### src/rtl/core/etfp_pkg.sv
// Shared types, widths and register codes for the escape-time fractal pixel block.
package etfp_pkg;

  localparam int PT_W      = 30;
  localparam int Z_W       = 32;
  localparam int PROD_W    = 2 * Z_W;
  localparam int FRAC_BITS = 26;
  localparam int SUM_W     = 40;
  localparam int RAD_W     = 29;
  localparam int LIM_W     = 2 * RAD_W;
  localparam int MAX_W     = 16;
  localparam int CNT_W     = MAX_W + 1;
  localparam int CFG_IDX_W = 3;
  localparam int CFG_DATA_W = 30;

  localparam logic [RAD_W-1:0] RADIUS_RESET = RAD_W'(134217728);
  localparam logic [MAX_W-1:0] MAX_ITER_RESET = MAX_W'(255);

  typedef enum logic [CFG_IDX_W-1:0] {
    REG_MODE     = 3'd0,
    REG_FIXED_RE = 3'd1,
    REG_FIXED_IM = 3'd2,
    REG_RADIUS   = 3'd3,
    REG_MAX_ITER = 3'd4
  } reg_idx_t;

  typedef enum logic {
    MODE_MANDELBROT = 1'b0,
    MODE_JULIA      = 1'b1
  } mode_t;

  typedef struct packed {
    mode_t             mode;
    logic [PT_W-1:0]   fixed_re;
    logic [PT_W-1:0]   fixed_im;
    logic [RAD_W-1:0]  escape_radius;
    logic [MAX_W-1:0]  max_iterations;
  } cfg_t;

  typedef enum logic [2:0] {
    S_IDLE = 3'b001,
    S_MUL  = 3'b010,
    S_UPD  = 3'b100
  } state_t;

  typedef struct packed {
    logic load;
    logic mul;
    logic step;
    logic finish;
  } dp_cmd_t;

  typedef struct packed {
    logic stop;
  } dp_sts_t;

  function automatic logic signed [Z_W-1:0] clamp_z(input logic signed [SUM_W-1:0] v);
    logic signed [Z_W-1:0] r;
    if (v[SUM_W-1:Z_W-1] == {(SUM_W-Z_W+1){1'b0}} ||
        v[SUM_W-1:Z_W-1] == {(SUM_W-Z_W+1){1'b1}}) begin
      r = v[Z_W-1:0];
    end else if (v[SUM_W-1]) begin
      r = {1'b1, {(Z_W-1){1'b0}}};
    end else begin
      r = {1'b0, {(Z_W-1){1'b1}}};
    end
    return r;
  endfunction

endpackage

### src/rtl/core/etfp_cfg.sv
// Configuration register file with write channel decode.
module etfp_cfg (
  input  logic                            clk,
  input  logic                            rst,
  input  logic                            cfg_valid,
  output logic                            cfg_ready,
  input  logic [etfp_pkg::CFG_IDX_W-1:0]  cfg_index,
  input  logic [etfp_pkg::CFG_DATA_W-1:0] cfg_data,
  output etfp_pkg::cfg_t                  cfg
);
  import etfp_pkg::*;

  assign cfg_ready = 1'b1;

  always_ff @(posedge clk) begin
    if (rst) begin
      cfg.mode           <= MODE_MANDELBROT;
      cfg.fixed_re       <= '0;
      cfg.fixed_im       <= '0;
      cfg.escape_radius  <= RADIUS_RESET;
      cfg.max_iterations <= MAX_ITER_RESET;
    end else if (cfg_valid && cfg_ready) begin
      case (cfg_index)
        REG_MODE:     cfg.mode           <= mode_t'(cfg_data[0]);
        REG_FIXED_RE: cfg.fixed_re       <= cfg_data[PT_W-1:0];
        REG_FIXED_IM: cfg.fixed_im       <= cfg_data[PT_W-1:0];
        REG_RADIUS:   cfg.escape_radius  <= cfg_data[RAD_W-1:0];
        REG_MAX_ITER: cfg.max_iterations <= cfg_data[MAX_W-1:0];
        default: begin
        end
      endcase
    end
  end

endmodule

### config.mk
export PLATFORM = sky130hd
export DESIGN_NAME = etfp_cfg
export DESIGN_NICKNAME = d
export VERILOG_FILES = /design/src/rtl/core/etfp_pkg.sv /design/src/rtl/core/etfp_cfg.sv
export SDC_FILE = /design/constraint.sdc
export NUM_CORES = 1
export LEC_CHECK = 0
export BUFFER_PORTS_ARGS = -buffer_cell sky130_fd_sc_hd__buf_2
export CAP_MARGIN = 20
export CORE_UTILIZATION = 45
export CTS_BUF_LIST = sky130_fd_sc_hd__clkbuf_16
export DETAILED_ROUTE_END_ITERATION = 10
export PLACE_DENSITY = 0.73
export SLEW_MARGIN = 25
export SYNTH_ARGS = -nofsm -noshare
export SYNTH_HDL_FRONTEND = slang
export SYNTH_SLANG_ARGS = --single-unit
### constraint.sdc
create_clock -name clk -period 1.55 [get_ports clk]
set_clock_uncertainty 0.05 [all_clocks]
set_input_delay 0.2325 -clock clk [delete_from_list [all_inputs] [get_ports clk]]
set_output_delay 0.2325 -clock clk [all_outputs]
set_load 0.1 [all_outputs]
==> results.cfg, run 1 <==
[logic_synthesis]
ys_seq_area_frac = 0.497
syn_area_sq_um = 4270
ys_ff_latch = 106
synth_top_area_frac = 0.497
yosys.area.top_type = dfxtp_1
synth_cells = 394
syn_area_per_cell_sq_um = 10.8
syn_nets = 430
ys_types = 14
synth.area.top_cells = dfxtp_1 50%, mux2i_1 25%, nand2b_1 19%
yosysWarnings = 0

[critical_path]
rr_startpoint = cfg[23]
cp.arrival_ns = 1.14
critPathKind = flop to primary output
worstPathCellList = buf_2
slowest_stage = buf_2
max_stage_delay_ns = 0.44
r2r_slack_ns = 0.87
cp.required_ns = 1.27
critPathTopFamily = buffers and inverters
path_buf_inv = 1
rr_worst_depth = 2
cp-start-kind = flop
r2r_end = cfg[23]
cp_max_fo = 2
critPathCaptureType = primary output

[grt]
grt_max_degree = 62
grt_pass1_wl_microns = 14400
grt_overflow = 0
antenna_found_initial = 0
grt_use_total = 0.184
grt_pass1_vias = 2947

[worst_hold_path]
hold_end = cfg[0]
hold_path_depth = 3
min_path_type = primary input to flop
hold_start = cfg_data[0]

[floorplanning]
core_sq_um = 9240
die_h_microns = 99.4
num_rows = 35
pin_count = 143
fp.dieW_microns = 99.4
start_util = 0.462
die_area_sq_um = 9890

[sta]
tightest_slew_ns = 0.530
fin_crit_sh = 0.915
totalNegativeSetupSlack_ns = 0
setup_viol = 0
rsz0062_at_grt = false
finalHoldViolations = 0
relSlewSlack = 0.647
drv_slew = 0
period_needed_ns = 1.42
clock.fmax_ghz = 0.705

[clock_tree]
cts_made_buffers = 9
ctsHoldBuffers = 0
cts_tree = done
cts_resized = 0
path_clk_slew_ns = 0.07
cts_max_path_buffers = 2
clock-sinks = 106
htreeDepth = 3
clock-root-buffer = clkbuf_16
worstSkewPairLatency_ns = 0.33
postCtsSetupRepairBufs = 0

[power_and_ir_drop]
p_per_area_nw_per_um2 = 1100
power_leakage_uw = 0.00273
peakVddDrop_mv = 0.548

[finish]
antenna_cells = 0
largest_reg_flops = 106
area_growth_pct = 26.9
layout.cell_area.non_filler_sq_um = 5420
final_cell_mix = 141 x buf_2, 127 x nand2b_1, 106 x mux2i_1, 106 x dfxtp_1, 18 x nor2_1
final_nets = 562
largestRegisters = cfg: 106 flops
largest-register = cfg
layout_commonest_cell = buf_2
layout-drive-gt1-share = 0.315

[detailed_routing]
vias_per_cell = 4.62
ant_nets = 0
drcViolationCount = 0
routedWlPerCell_microns = 13.9
routed_wl_microns = 9150
drt_first_iter_violations = 70
vias = 3049
drt_pre_antenna_iters = 4

[placement]
place_hpwl_microns = 6430
gp_congestion = 0.782
post_dp_cell_area_sq_um = 5120
io_buffers = 141

[status]
status = complete, no violations

[run]
drv_cap = 0
## metrics by stage
| step | util | hold slack [ns] | cells | setup slack (ns) | total power, uW |
|---|---|---|---|---|---|
| global placement | 0.554 | 0.405 | 644 | 0.258 | 3720 |
| floorplan | - | 0.344 | 394 | 0.262 | 3550 |
| global route | 0.587 | 0.134 | 660 | 0.0968 | 6160 |
| CTS | 0.587 | 0.127 | 660 | 0.125 | 6000 |
| detailed placement | 0.554 | 0.409 | 644 | 0.210 | 3730 |
| finish | 0.587 | 0.129 | 660 | 0.131 | 5940 |
## power breakdown
part / leakage (uW) / total, uW / switching, uW / internal, uW
sequential: 0.000858 / 2810 / 29.4 / 2780
clock: 0.000146 / 2280 / 1010 / 1270
combinational: 0.00172 / 850 / 638 / 212
total: 0.00273 / 5940 / 1680 / 4260
## synth_stat cells
cell	count
nand4b_1	1
nand2b_1	127
nor2_1	18
buf_2	12
buf_4	2
nand4bb_1	3
mux2i_1	106
buf_6	1
and4bb_1	1
dfxtp_1	106
clkbuf_1	13
conb_1	1
and4bb_2	2
nor4b_1	1
## cell families (layout without fill, tap and decap cells)
logic type | count (synthesis) | count (layout) | synth area share
other | 1 | 1 | 0.000878
buffers and inverters | 28 | 165 | 0.0316
muxes | 106 | 106 | 0.248
DFF | 106 | 106 | 0.497
and+or+nand+nor | 153 | 153 | 0.223
## layer usage
| metal | vias up | global-route usage | part of all wire |
|---|---|---|---|
| met3 | 8 | 0.0534 | 0.064 |
| met5 | - | 0 | 0 |
| met2 | 91 | 0.296 | 0.45 |
| li1 | 1556 | - | - |
| met4 | 0 | 0.0679 | 0.012 |
| met1 | 1394 | 0.235 | 0.47 |
## worst max path at each step
stage | cells past startpoint | to | slack (ns) | startpoint
2_1_floorplan | 2 | cfg[43] | 0.26 | cfg[43]
3_3_place_gp | 4 | cfg[21] | 0.26 | cfg_index[2]
3_5_place_dp | 4 | cfg[32] | 0.21 | cfg_index[2]
4_1_cts | 1 | cfg[32] | 0.13 | cfg[32]
5_1_grt | 1 | cfg[32] | 0.1 | cfg[32]
6_report | 1 | cfg[24] | 0.13 | cfg[24]
## area by class of cell
type / instances / area (sq um)
flip-flops and latches: 106 / 2120
repair buffers: 149 / 816
well taps: 129 / 161
clock buffers: 9 / 225
clock inverters: 7 / 75.1
multi-input cells: 260 / 2020
fillers: 826 / 3820
Power figures use the tool's default switching activity.
==> run 2, diff against run 1 <==
--- a/config.mk
+++ b/config.mk
@@ -6,10 +6,10 @@
 export NUM_CORES = 1
 export LEC_CHECK = 0
 export BUFFER_PORTS_ARGS = -buffer_cell sky130_fd_sc_hd__buf_2
-export CAP_MARGIN = 20
 export CORE_UTILIZATION = 45
 export CTS_BUF_LIST = sky130_fd_sc_hd__clkbuf_16
 export DETAILED_ROUTE_END_ITERATION = 10
+export MAX_ROUTING_LAYER = met4
 export PLACE_DENSITY = 0.73
 export SLEW_MARGIN = 25
 export SYNTH_ARGS = -nofsm -noshare
==> run 2 against run 1 <==
Clock-buffer cell count unchanged. Cell count unchanged. Wire length about the same. Clock power about the same. Sequential share of layout area unchanged. Hold slack better by 0.0032 ns. Critical path depth unchanged. Die area unchanged. Via count down 0.23%. Utilization unchanged. Design area unchanged. Fmax up 0.20%.
==> results.cfg, run 2 (synthesis gave the netlist of run 1 again) <==
[power_and_ir_drop]
clkPwrFrac = 0.383
p_int_uw = 4260
switching_share = 0.282
peakVddDrop_mv = 0.548
seqPwrFrac = 0.474
finalPower_uw = 5940
power_frac_comb = 0.143
p_per_area_nw_per_um2 = 1100
power_leakage_uw = 0.00273
power_switching_uw = 1680

[detailed_routing]
routedWlPerCell_microns = 13.9
drt_pre_antenna_iters = 4
ant_nets = 0
vias_per_cell = 4.61
routed_wl_microns = 9150
vias = 3042
drcViolationCount = 0
drt_first_iter_violations = 71

[clock_tree]
htreeDepth = 3
cts_tree = done
path_clk_slew_ns = 0.07
cts_made_buffers = 9
worstSkewPairLatency_ns = 0.33
ctsHoldBuffers = 0
clock-root-buffer = clkbuf_16
postCtsSetupRepairBufs = 0
cts_max_path_buffers = 2
cts_resized = 0
clock-sinks = 106

[floorplanning]
core_sq_um = 9240
die_area_sq_um = 9890
pin_count = 143
start_util = 0.462
die_h_microns = 99.4
fp.dieW_microns = 99.4
num_rows = 35

[grt]
grt_pass1_wl_microns = 14400
grt_pass1_vias = 2948
grt_use_total = 0.190
grt_max_degree = 62
grt_overflow = 0
antenna_found_initial = 0

[finish]
largest_reg_flops = 106
final_core_util = 0.587
antenna_cells = 0
layout-drive-gt1-share = 0.315
final_cell_mix = 141 x buf_2, 127 x nand2b_1, 106 x mux2i_1, 106 x dfxtp_1, 18 x nor2_1
fin_cells = 660
layout.cell_area.non_filler_sq_um = 5420
largest-register = cfg
largestRegisters = cfg: 106 flops
area_growth_pct = 26.9
final_nets = 562
layout_commonest_cell = buf_2

[critical_path]
r2r_end = cfg[23]
critPathKind = flop to primary output
critPathCaptureType = primary output
r2r_slack_ns = 0.87
cp-startpoint = cfg[24]
cp-start-kind = flop
crit_path_end = cfg[24]
rr_startpoint = cfg[23]
max_stage_delay_ns = 0.44
slowest_stage = buf_2
worstPathCellList = buf_2
cp_num_cells = 1
cp_max_fo = 2
cp.required_ns = 1.27
critPathTopFamily = buffers and inverters
cp.arrival_ns = 1.13
path_buf_inv = 1
rr_worst_depth = 2

[sta]
finalHoldViolations = 0
fin_crit_sh = 0.914
clock.fmax_ghz = 0.706
totalNegativeSetupSlack_ns = 0
tightest_slew_ns = 0.531
rsz0062_at_grt = false
drv_slew = 0
relSlewSlack = 0.646
setup_viol = 0
period_needed_ns = 1.42

[run]
drv_cap = 0

[placement]
post_dp_cell_area_sq_um = 5120
place_hpwl_microns = 6430
gp_congestion = 0.793
io_buffers = 141
dp.cells = 644

[worst_hold_path]
min_path_type = primary input to flop
hold_start = cfg_data[0]

[status]
status = complete, no violations
run 2: metal layers:
layer	share of wire	wire, microns	track usage
met5	0	0	-
met4	0.0087	80	0.0679
met1	0.48	4420	0.239
met2	0.46	4180	0.296
met3	0.051	468	0.0464
run 2: how the worst min path moves through the flow:
stage,to,slack [ns],cells past startpoint
final,cfg[0],0.13,3
after global routing,cfg[0],0.13,3
after CTS,cfg[7],0.13,3
after detailed placement,cfg[68],0.41,2
after global placement,cfg[69],0.40,2
after floorplan,cfg[43],0.34,2
run 2: layout make-up:
cell class | count | area, sq um
clock buffer | 9 | 225
clock inverter | 7 | 75.1
fill | 826 | 3820
multi-input combinational | 260 | 2020
sequential | 106 | 2120
tap | 129 | 161
timing repair buffer | 149 | 816
run 2: through the flow:
step | setup slack (ns) | hold WS, ns
finish | 0.134 | 0.132
global route | 0.0968 | 0.134
CTS | 0.125 | 0.127
detailed placement | 0.210 | 0.409
global placement | 0.258 | 0.405
floorplan | 0.262 | 0.344
run 2: power groups by stage:
stage               registers [uW]  logic [uW]  clock network, uW
global placement              2870         846                  0
global route                  2820         889               2460
CTS                           2810         855               2340
detailed placement            2870         854                  0
floorplan                     3310         245                  0
finish                        2810         850               2280
