### src/rtl/core/etfp_pkg.sv
// Shared types, widths and register codes for the escape-time fractal pixel block.
package etfp_pkg;

  localparam int PT_W      = 30;
  localparam int Z_W       = 32;
  localparam int PROD_W    = 2 * Z_W;
  localparam int FRAC_BITS = 26;
  localparam int SUM_W     = 40;
  localparam int RAD_W     = 29;
  localparam int LIM_W     = 2 * RAD_W;
  localparam int MAX_W     = 16;
  localparam int CNT_W     = MAX_W + 1;
  localparam int CFG_IDX_W = 3;
  localparam int CFG_DATA_W = 30;

  localparam logic [RAD_W-1:0] RADIUS_RESET = RAD_W'(134217728);
  localparam logic [MAX_W-1:0] MAX_ITER_RESET = MAX_W'(255);

  typedef enum logic [CFG_IDX_W-1:0] {
    REG_MODE     = 3'd0,
    REG_FIXED_RE = 3'd1,
    REG_FIXED_IM = 3'd2,
    REG_RADIUS   = 3'd3,
    REG_MAX_ITER = 3'd4
  } reg_idx_t;

  typedef enum logic {
    MODE_MANDELBROT = 1'b0,
    MODE_JULIA      = 1'b1
  } mode_t;

  typedef struct packed {
    mode_t             mode;
    logic [PT_W-1:0]   fixed_re;
    logic [PT_W-1:0]   fixed_im;
    logic [RAD_W-1:0]  escape_radius;
    logic [MAX_W-1:0]  max_iterations;
  } cfg_t;

  typedef enum logic [2:0] {
    S_IDLE = 3'b001,
    S_MUL  = 3'b010,
    S_UPD  = 3'b100
  } state_t;

  typedef struct packed {
    logic load;
    logic mul;
    logic step;
    logic finish;
  } dp_cmd_t;

  typedef struct packed {
    logic stop;
  } dp_sts_t;

  function automatic logic signed [Z_W-1:0] clamp_z(input logic signed [SUM_W-1:0] v);
    logic signed [Z_W-1:0] r;
    if (v[SUM_W-1:Z_W-1] == {(SUM_W-Z_W+1){1'b0}} ||
        v[SUM_W-1:Z_W-1] == {(SUM_W-Z_W+1){1'b1}}) begin
      r = v[Z_W-1:0];
    end else if (v[SUM_W-1]) begin
      r = {1'b1, {(Z_W-1){1'b0}}};
    end else begin
      r = {1'b0, {(Z_W-1){1'b1}}};
    end
    return r;
  endfunction

endpackage

### src/rtl/core/etfp_ctrl.sv
// Controller: sequences load, multiply and update cycles and raises the result strobe.
module etfp_ctrl (
  input  logic                clk,
  input  logic                rst,
  input  logic                start,
  output logic                busy,
  output logic                done,
  output etfp_pkg::dp_cmd_t   cmd,
  input  etfp_pkg::dp_sts_t   sts
);
  import etfp_pkg::*;

  state_t state, state_next;

  assign busy = (state != S_IDLE);

  always_comb begin
    state_next = state;
    cmd        = '0;
    case (state)
      S_IDLE: begin
        if (start) begin
          cmd.load   = 1'b1;
          state_next = S_MUL;
        end
      end
      S_MUL: begin
        cmd.mul    = 1'b1;
        state_next = S_UPD;
      end
      S_UPD: begin
        if (sts.stop) begin
          cmd.finish = 1'b1;
          state_next = S_IDLE;
        end else begin
          cmd.step   = 1'b1;
          state_next = S_MUL;
        end
      end
      default: state_next = S_IDLE;
    endcase
  end

  always_ff @(posedge clk) begin
    if (rst) begin
      state <= S_IDLE;
      done  <= 1'b0;
    end else begin
      state <= state_next;
      done  <= cmd.finish;
    end
  end

`ifndef SYNTH
  a_done_after_upd: assert property (@(posedge clk) disable iff (rst)
    done |-> $past(state == S_UPD))
    else $error("result strobe without update cycle");
  a_start_to_mul: assert property (@(posedge clk) disable iff (rst)
    (start && !busy) |=> state == S_MUL)
    else $error("accepted word did not enter multiply");
  a_mul_to_upd: assert property (@(posedge clk) disable iff (rst)
    state == S_MUL |=> state == S_UPD)
    else $error("multiply not followed by update");
`endif

endmodule

### config.mk
export PLATFORM = sky130hd
export DESIGN_NAME = etfp_ctrl
export DESIGN_NICKNAME = d
export VERILOG_FILES = /design/src/rtl/core/etfp_pkg.sv /design/src/rtl/core/etfp_ctrl.sv
export SDC_FILE = /design/constraint.sdc
export NUM_CORES = 1
export LEC_CHECK = 0
export ABC_CLOCK_PERIOD_IN_PS = 1800
export BUFFER_PORTS_ARGS = -buffer_cell sky130_fd_sc_hd__buf_2
export CORE_AREA = 2 2 39 41
export DETAILED_ROUTE_END_ITERATION = 10
export DIE_AREA = 0 0 41 43
export HOLD_SLACK_MARGIN = 0.08
export PLACE_DENSITY = 0.34
export SLEW_MARGIN = 10
export SYNTH_ARGS = -nofsm -noshare
export SYNTH_HDL_FRONTEND = slang
export SYNTH_SLANG_ARGS = --single-unit
### constraint.sdc
create_clock -name clk -period 1.8 [get_ports clk]
set_input_delay 0 -clock clk [delete_from_list [all_inputs] [get_ports clk]]
set_output_delay 0 -clock clk [all_outputs]
set_load 0.05 [all_outputs]
==> results of run 1 <==
[power groups by stage]
stage	Sequential, uW	Clock [uW]	Combinational (uW)
after floorplan	98.5	0	32.5
after global placement	99.5	0	43.3
after detailed placement	99.7	0	43.3
after CTS	98.1	120	47.0
after global routing	98.9	129	49.7
final	98.2	112	46.5
[metal layers]
metal | wire length (um) | vias to the layer above
met1 | 184 | 79
met2 | 227 | 8
met4 | 0 | 0
li1 | - | 90
met3 | 35 | 0
met5 | 0 | -
[how the worst min path moves through the flow]
| stage | slack, ps | cells past startpoint | endpoint |
|---|---|---|---|
| after CTS | 160 | 3 | state[0] |
| final | 160 | 3 | state[0] |
| after global routing | 190 | 3 | state[0] |
| after floorplan | 60 | 1 | state[1] |
| after detailed placement | 190 | 2 | state[1] |
| after global placement | 180 | 2 | state[1] |
[registers in the layout, indices dropped and copies added, names as in the netlist]
register  flops
state         3
done          1
[timing repair]
action	4_1_cts	5_1_grt
hold endpoints to repair	2	0
buffers inserted	0	0
hold buffers	2	0
gates resized for setup	0	0
[layout make-up]
cell class,count,share of cell area [%]
timing repair buffer,11,21.6
tap,16,6.64
multi-input combinational,11,36.5
inverter,1,1.24
clock buffer,3,7.47
sequential,4,26.6
[cells by family (layout without fill, tap and decap cells)]
kind of cell	count (synthesis)	in the layout
simple gates	9	9
compound gates	2	2
flops	4	4
buf+inv	1	15
[Yosys cell counts]
library cell	instances	share of area [%]
inv_1	1	2.1
nor3b_1	1	4.1
and4bb_2	2	14
o31ai_1	1	4.1
a211oi_2	1	6.8
dfxtp_1	4	44
nand3b_1	1	4.1
or3b_1	1	4.8
and2_1	2	6.8
or3b_2	1	4.8
nor4b_1	1	4.8
[layout by cell type (no fill, tap or decap)]
| master | instances |
|---|---|
| a211oi_2 | 1 |
| and2_1 | 2 |
| and4bb_2 | 2 |
| buf_2 | 9 |
| clkbuf_4 | 3 |
| dfxtp_1 | 4 |
| dlygate4sd3_1 | 2 |
| inv_1 | 1 |
| nand3b_1 | 1 |
| nor3b_2 | 1 |
| nor4b_2 | 1 |
| o31ai_1 | 1 |
| or3b_1 | 1 |
| or3b_2 | 1 |
[per-stage QoR]
step           instance area (sq um)  cells
2_1_floorplan                    194     16
3_3_place_gp                     259     41
3_5_place_dp                     259     41
4_1_cts                          302     46
5_1_grt                          302     46
6_report                         302     46
[worst max-delay path, cell delays in order, from the launching register on]
cell           delay, ps
dfxtp_1              400
or3b_1               380
a211oi_2             210
dlygate4sd3_1        560
==> run metrics, run 1 <==
status finished clean; Nets 36; Final Hold Vio Count 0; average wire per standard cell 9.72 um; Clock Latency Late Sink between 200 and 250 ps; Yosys warnings 0; post-synth cell types 11; first-pass GRT wire length around 740 um; combinational share of power between 10% and 20%; final slew viol count 0; H-tree Lvls 1; footprint of the multi-input gates 110 sq um; Initial Utilization 13.2%; syn avg cell area 11.4 sq um; Die Ht 43 um; FP Rows 14; met2 GRT Util 10.0%; Die X 41 um; post-route setup slack 197 ps; total CTS buffers 3; total vias in the final route 177; CTS sink count 4; Root Buffer clkbuf_4; power share of the clock group a little over two fifths; final-layout fill cell count 158; Mapped Cells 16; Psw 72.0 uW; HP Start sts; drt initial violations 3; Worst Setup Start Kind flop; Via density 3.85; Fmax 0.624 GHz; CTS max path bufs 2; Critical Path End state[1]; R2R cell count 3; Worst EP arrival between 1500 and 2000 ps; CP Data Required Time approximately 2000 ps; Final GP Congestion 0.697; Antenna Cells 0; largest net degree at the start of global routing 8; clock slew at reported path FFs around 40 ps; worst relative slew slack 81.8%; setup_tns 0 ps; P_leak 0.000135 uW; register area share after synthesis ~44%; DRT antenna net count 0; Synth Area in Adders 0%; grt total ovfl 0; switching share of power 28.0%; VDD IR max 332 uV; number of port buffers 9; layout cells sized above 1 60.0%; io pins 10; R2R Path End state[1]; Area growth syn-to-layout 65.1%; pwr/cell area 853 mW/mm^2; post-placement worst setup slack 703 ps; Synth Area in Compound Gates roughly 11%; largest family of logic cells by synthesized area simple AND/OR/NAND/NOR gates; P_int between 150 and 200 uW; CP startpoint state[2]; initial antenna violation count 0; Critical Path Fanout Max 7; DRC Markers 0; CTS tree built; Worst Hold Slack 161 ps; DR pass1 iterations 2; mux contribution to synthesized area 0%; Core Util, Final 21.8%; core footprint between 0.001 and 0.0015 sq mm; Routed Wire Length 447 um; post-synthesis xor/xnor area fraction 0%; CP Capture Type flop; syn nets 20; Reg power frac approximately two fifths; Die ar. around 0.0018 sq mm; worst-margin pin slew 272 ps; total track usage 7.13%; Cell Area, Synth 183 sq um; R2R Path Start state[2]; max cap viols 0; Final period util 89.0%; worst min path class primary input to flop; R2R Setup Slk 200 ps; RSZ-0062 raised after global routing no; GRT busiest layer met2; routing usage on met1 5.79%; kind of critical path flop to flop; final setup vio count 0; clk_skew 4.24 ps; met3 GRT Util 7.85%; clock period minus worst slack around 1600 ps; area fraction in and, or, nand and nor cells after synthesis 43.2%; synthesis-stage register bit count 4; vias in the first global route 181; Seq. cell area 80.1 sq um; Tot Pwr 257 uW
Note: power is estimated with default switching activity, not from simulation.
==> inputs of run 2 (changes only) <==
Settings changed: REMOVE_ABC_BUFFERS set to 1.
==> run metrics, run 2 (synthesis gave the netlist of run 1 again) <==
P_leak 0.000134 uW; Routed Wire Length 431 um; Final Hold Vio Count 0; Root Buffer clkbuf_4; layout cells sized above 1 a little over half; Via density roughly 4; Final period util about 89%; Final GP Congestion 0.663; Die Ht 43 um; Worst EP arrival 1770 ps; average wire per standard cell 9.37 um; Area growth syn-to-layout 58.9%; vias in the first global route 171; crit-path leading delay family buffers and inverters; Worst path slowest cell dlygate4sd3_1; Largest Register state; initial antenna violation count 0; Die X 41 um; Clock Latency Late Sink 230 ps; CTS tree built; drt initial violations 6; total track usage 6.72%; flip-flop count of the largest register after layout 3; total vias in the final route 179; grt total ovfl 0; Initial Utilization 13.2%; CTS sink count 4; kind of critical path flop to flop; Critical Path Fanout Max 7; most frequent cells in the layout 9 x buf_2, 4 x dfxtp_1, 3 x clkbuf_4; worst relative slew slack 74.4%; worst min path class primary input to flop; setup_tns 0 ps; FP Rows 14; DRT antenna net count 0; CP Capture Type flop; final setup vio count 0; Critical Path Max Stage Delay 560 ps; CP Data Required Time 1980 ps; Worst Setup Start Kind flop; number of port buffers 9; CP Buf/Inv Count 1; io pins 10; first-pass GRT wire length 731 um; CP cell instances or3b_1, a211oi_2, dlygate4sd3_1; Fmax 0.627 GHz; RSZ-0062 raised after global routing no; Die ar. 0.00176 sq mm; clock slew at reported path FFs ~40 ps; DRC Markers 0; worst-margin pin slew around 380 ps; total CTS buffers 3; Tot Pwr 254 uW; Largest regs state: 3 flops, done: 1 flops; VDD IR max 310 uV; max cap viols 0; core footprint 0.00138 sq mm; pwr/cell area just under 900 mW/mm^2; Nets 36; Antenna Cells 0; H-tree Lvls 1; CTS max path bufs 2; DR pass1 iterations 2; clk_skew 4.29 ps; final slew viol count 0; commonest non-fill, non-tap cell in the layout buf_2; status finished clean; largest net degree at the start of global routing 8; clock period minus worst slack roughly 1600 ps; Setup Fix Bufs, Post-CTS 0; R2R Setup Slk just over 200 ps
run 2: area by class of cell:
| cell class | count | area (sq um) |
|---|---|---|
| Fill cell | 154 | 1090 |
| Multi-Input combinational cell | 11 | 98.8 |
| Sequential cell | 4 | 80.1 |
| Timing Repair Buffer | 11 | 65.1 |
| Clock buffer | 3 | 22.5 |
| Tap cell | 16 | 20.0 |
| Inverter | 1 | 3.75 |
run 2: path summary, 6_finish.rpt:
| path | from | cells past startpoint | to |
|---|---|---|---|
| worst max register to register | state[2] | 3 | state[1] |
| worst min-delay path | sts | 3 | state[0] |
| worst max-delay path | state[2] | 3 | state[1] |
| worst min register to register | state[2] | 2 | state[2] |
run 2: power by group:
| part | internal [uW] | switching, uW | total [uW] |
|---|---|---|---|
| Combinational | 17.4 | 29.0 | 46.4 |
| Sequential | 92.7 | 4.94 | 97.7 |
| Clock | 74.5 | 35.6 | 110 |
run 2: what timing repair did:
action,in CTS,in global routing
endpoints found under the hold margin,2,0
resized for setup,0,0
hold buffers,2,0
run 2: per-stage QoR:
stage,utilization [%],cell area [sq um],std cells,setup slack [ps],hold WS (ps)
floorplan,-,183,16,-627,64.6
global placement,17.9,248,41,732,181
detailed placement,17.9,248,41,695,184
CTS,21.0,290,46,210,152
global route,21.0,290,46,126,162
finish,21.0,290,46,205,162
run 2: metal layers:
metal | track usage, % | vias to the layer above | share of wire (%)
met5 | 0 | - | 0
met4 | 2.00 | 0 | 0
met3 | 7.85 | 0 | 20
met2 | 6.25 | 12 | 33
met1 | 9.29 | 77 | 46
li1 | - | 90 | -
run 2: worst reg2reg max path, delay by kind of cell, from the launching register on:
kind,cells,cell delay (ps)
AND/OR/NAND/NOR,1,380
AO/OA/AOI/OAI,1,210
buffers and inverters,1,560
flip-flops,1,390
==> inputs of run 3 (changes only) <==
Settings changed: BUFFER_PORTS_ARGS -buffer_cell sky130_fd_sc_hd__buf_2 to -buffer_cell sky130_fd_sc_hd__buf_4.
==> run metrics, run 3 (synthesis gave the netlist of run 1 again) <==
average wire per standard cell 9.37 um; FP Rows 14; Worst path slowest cell dlygate4sd3_1; worst hold stages 3; Nets 36; H-tree Lvls 1; worst-margin pin slew 375 ps; R2R Path Start state[2]; combinational share of power 20.0%; crit-path leading delay family buffers and inverters; final-layout fill cell count 160; Largest Register state; kind of critical path flop to flop; largest net degree at the start of global routing 8; Largest regs state: 3 flops, done: 1 flops; core footprint 0.00138 sq mm; first-pass GRT wire length 690 um; Critical Path Fanout Max 7; P_leak about 0.00014 uW; Core Util, Final 22.6%; DRC Markers 0; CTS sink count 4; drt initial violations 0; CTS tree built; Final GP Congestion 0.664; Clock Latency Late Sink between 200 and 250 ps; post_cts resized 0; layout cells sized above 1 53.3%; most frequent cells in the layout 9 x buf_4, 4 x dfxtp_1, 3 x clkbuf_4; CP Buf/Inv Count 1; DRT antenna net count 0; DR pass1 iterations 1; post-placement worst setup slack 752 ps; P_int 190 uW; number of port buffers 9; Die X 41 um; Worst Setup Start Kind flop; Critical Path Max Stage Delay roughly 560 ps; CTS max path bufs 2; total CTS buffers 3; vias in the first global route ~170; Psw 68.9 uW; post-route setup slack 222 ps; initial antenna violation count 0; CP cell instances or3b_1, a211oi_2, dlygate4sd3_1; switching share of power between 20% and 30%; Seq. cell area 80.1 sq um; Setup Fix Bufs, Post-CTS 0; Fmax 0.634 GHz; hold_buf cts 2; R2R cell count 3; R2R Setup Slk 220 ps; grt total ovfl 0; Root Buffer clkbuf_4; final slew viol count 0; Worst EP arrival 1750 ps; clk_skew 7.17 ps; io pins 10; max cap viols 0; Die Ht approximately 43 um; Reg power frac 37.8%; flip-flop count of the largest register after layout 3; clock slew at reported path FFs about 40 ps; commonest non-fill, non-tap cell in the layout buf_4; Worst Hold Slack between 100 and 150 ps; Final period util 87.6%; HP Start sts; footprint of the multi-input gates 98.8 sq um; Routed Wire Length 431 um; Final Hold Vio Count 0; clock period minus worst slack 1580 ps; Via density 3.87; status finished clean; Area growth syn-to-layout 71.2%; final setup vio count 0; CP Capture Type flop; total track usage 6.22%; R2R Path End state[1]; Initial Utilization 13.2%; CP Data Required Time 1980 ps; power share of the clock group 42.1%; Die ar. 0.00176 sq mm; total vias in the final route 178; pwr/cell area about 830 mW/mm^2; worst min path class primary input to flop; RSZ-0062 raised after global routing no; Antenna Cells 0; VDD IR max roughly 300 uV; worst relative slew slack around 75%; worst hold path endpoint state[0]
## run 3: cell count changes in the layout (fill, tap and decap cells not counted)
cell   change
buf_4      +9
buf_2      -9
## run 3: final cells by class
type                       count  share of cell area, %
sequential                     4                   25.6
multi-input combinational     11                   31.6
tap                           16                   6.40
clock buffer                   3                   7.20
inverter                       1                   1.20
timing repair buffer          11                   28.0
## run 3: routing by layer
metal	vias to the layer above	wire length [um]	track usage (%)	part of all wire [%]
li1	89	-	-	-
met1	79	210	8.01	49
met2	10	140	6.56	32
met3	0	80	8.38	19
met4	0	0	0	0
met5	-	0	0	0
## run 3: how the worst max path moves through the flow
stage                     cells past startpoint     start  endpoint
after CTS                                     3  state[2]  state[1]
after global placement                        2  state[0]      busy
final                                         3  state[2]  state[1]
after floorplan                               2  state[0]  state[0]
after global routing                          3  state[2]  state[1]
after detailed placement                      2  state[0]      busy
## run 3: metrics by stage
stage	cells	setup TNS (ps)	total power, uW	area, sq um
6_report	46	0	259	313
2_1_floorplan	16	-1050	130	183
3_3_place_gp	41	0	147	270
4_1_cts	46	0	264	313
3_5_place_dp	41	0	147	270
5_1_grt	46	0	274	313
## run 3: power groups by stage
stage	Clock (uW)	Combinational (uW)	Sequential, uW
global route	120	55.2	98.1
CTS	114	52.2	97.5
global placement	0	48.3	99.2
finish	109	51.8	97.8
floorplan	0	32.1	97.7
detailed placement	0	48.3	99.0
## run 3: worst register-to-register path, stage by stage (launching register included)
cell and delay (ps):
dfxtp_1 390, or3b_1 380, a211oi_2 210, dlygate4sd3_1 560
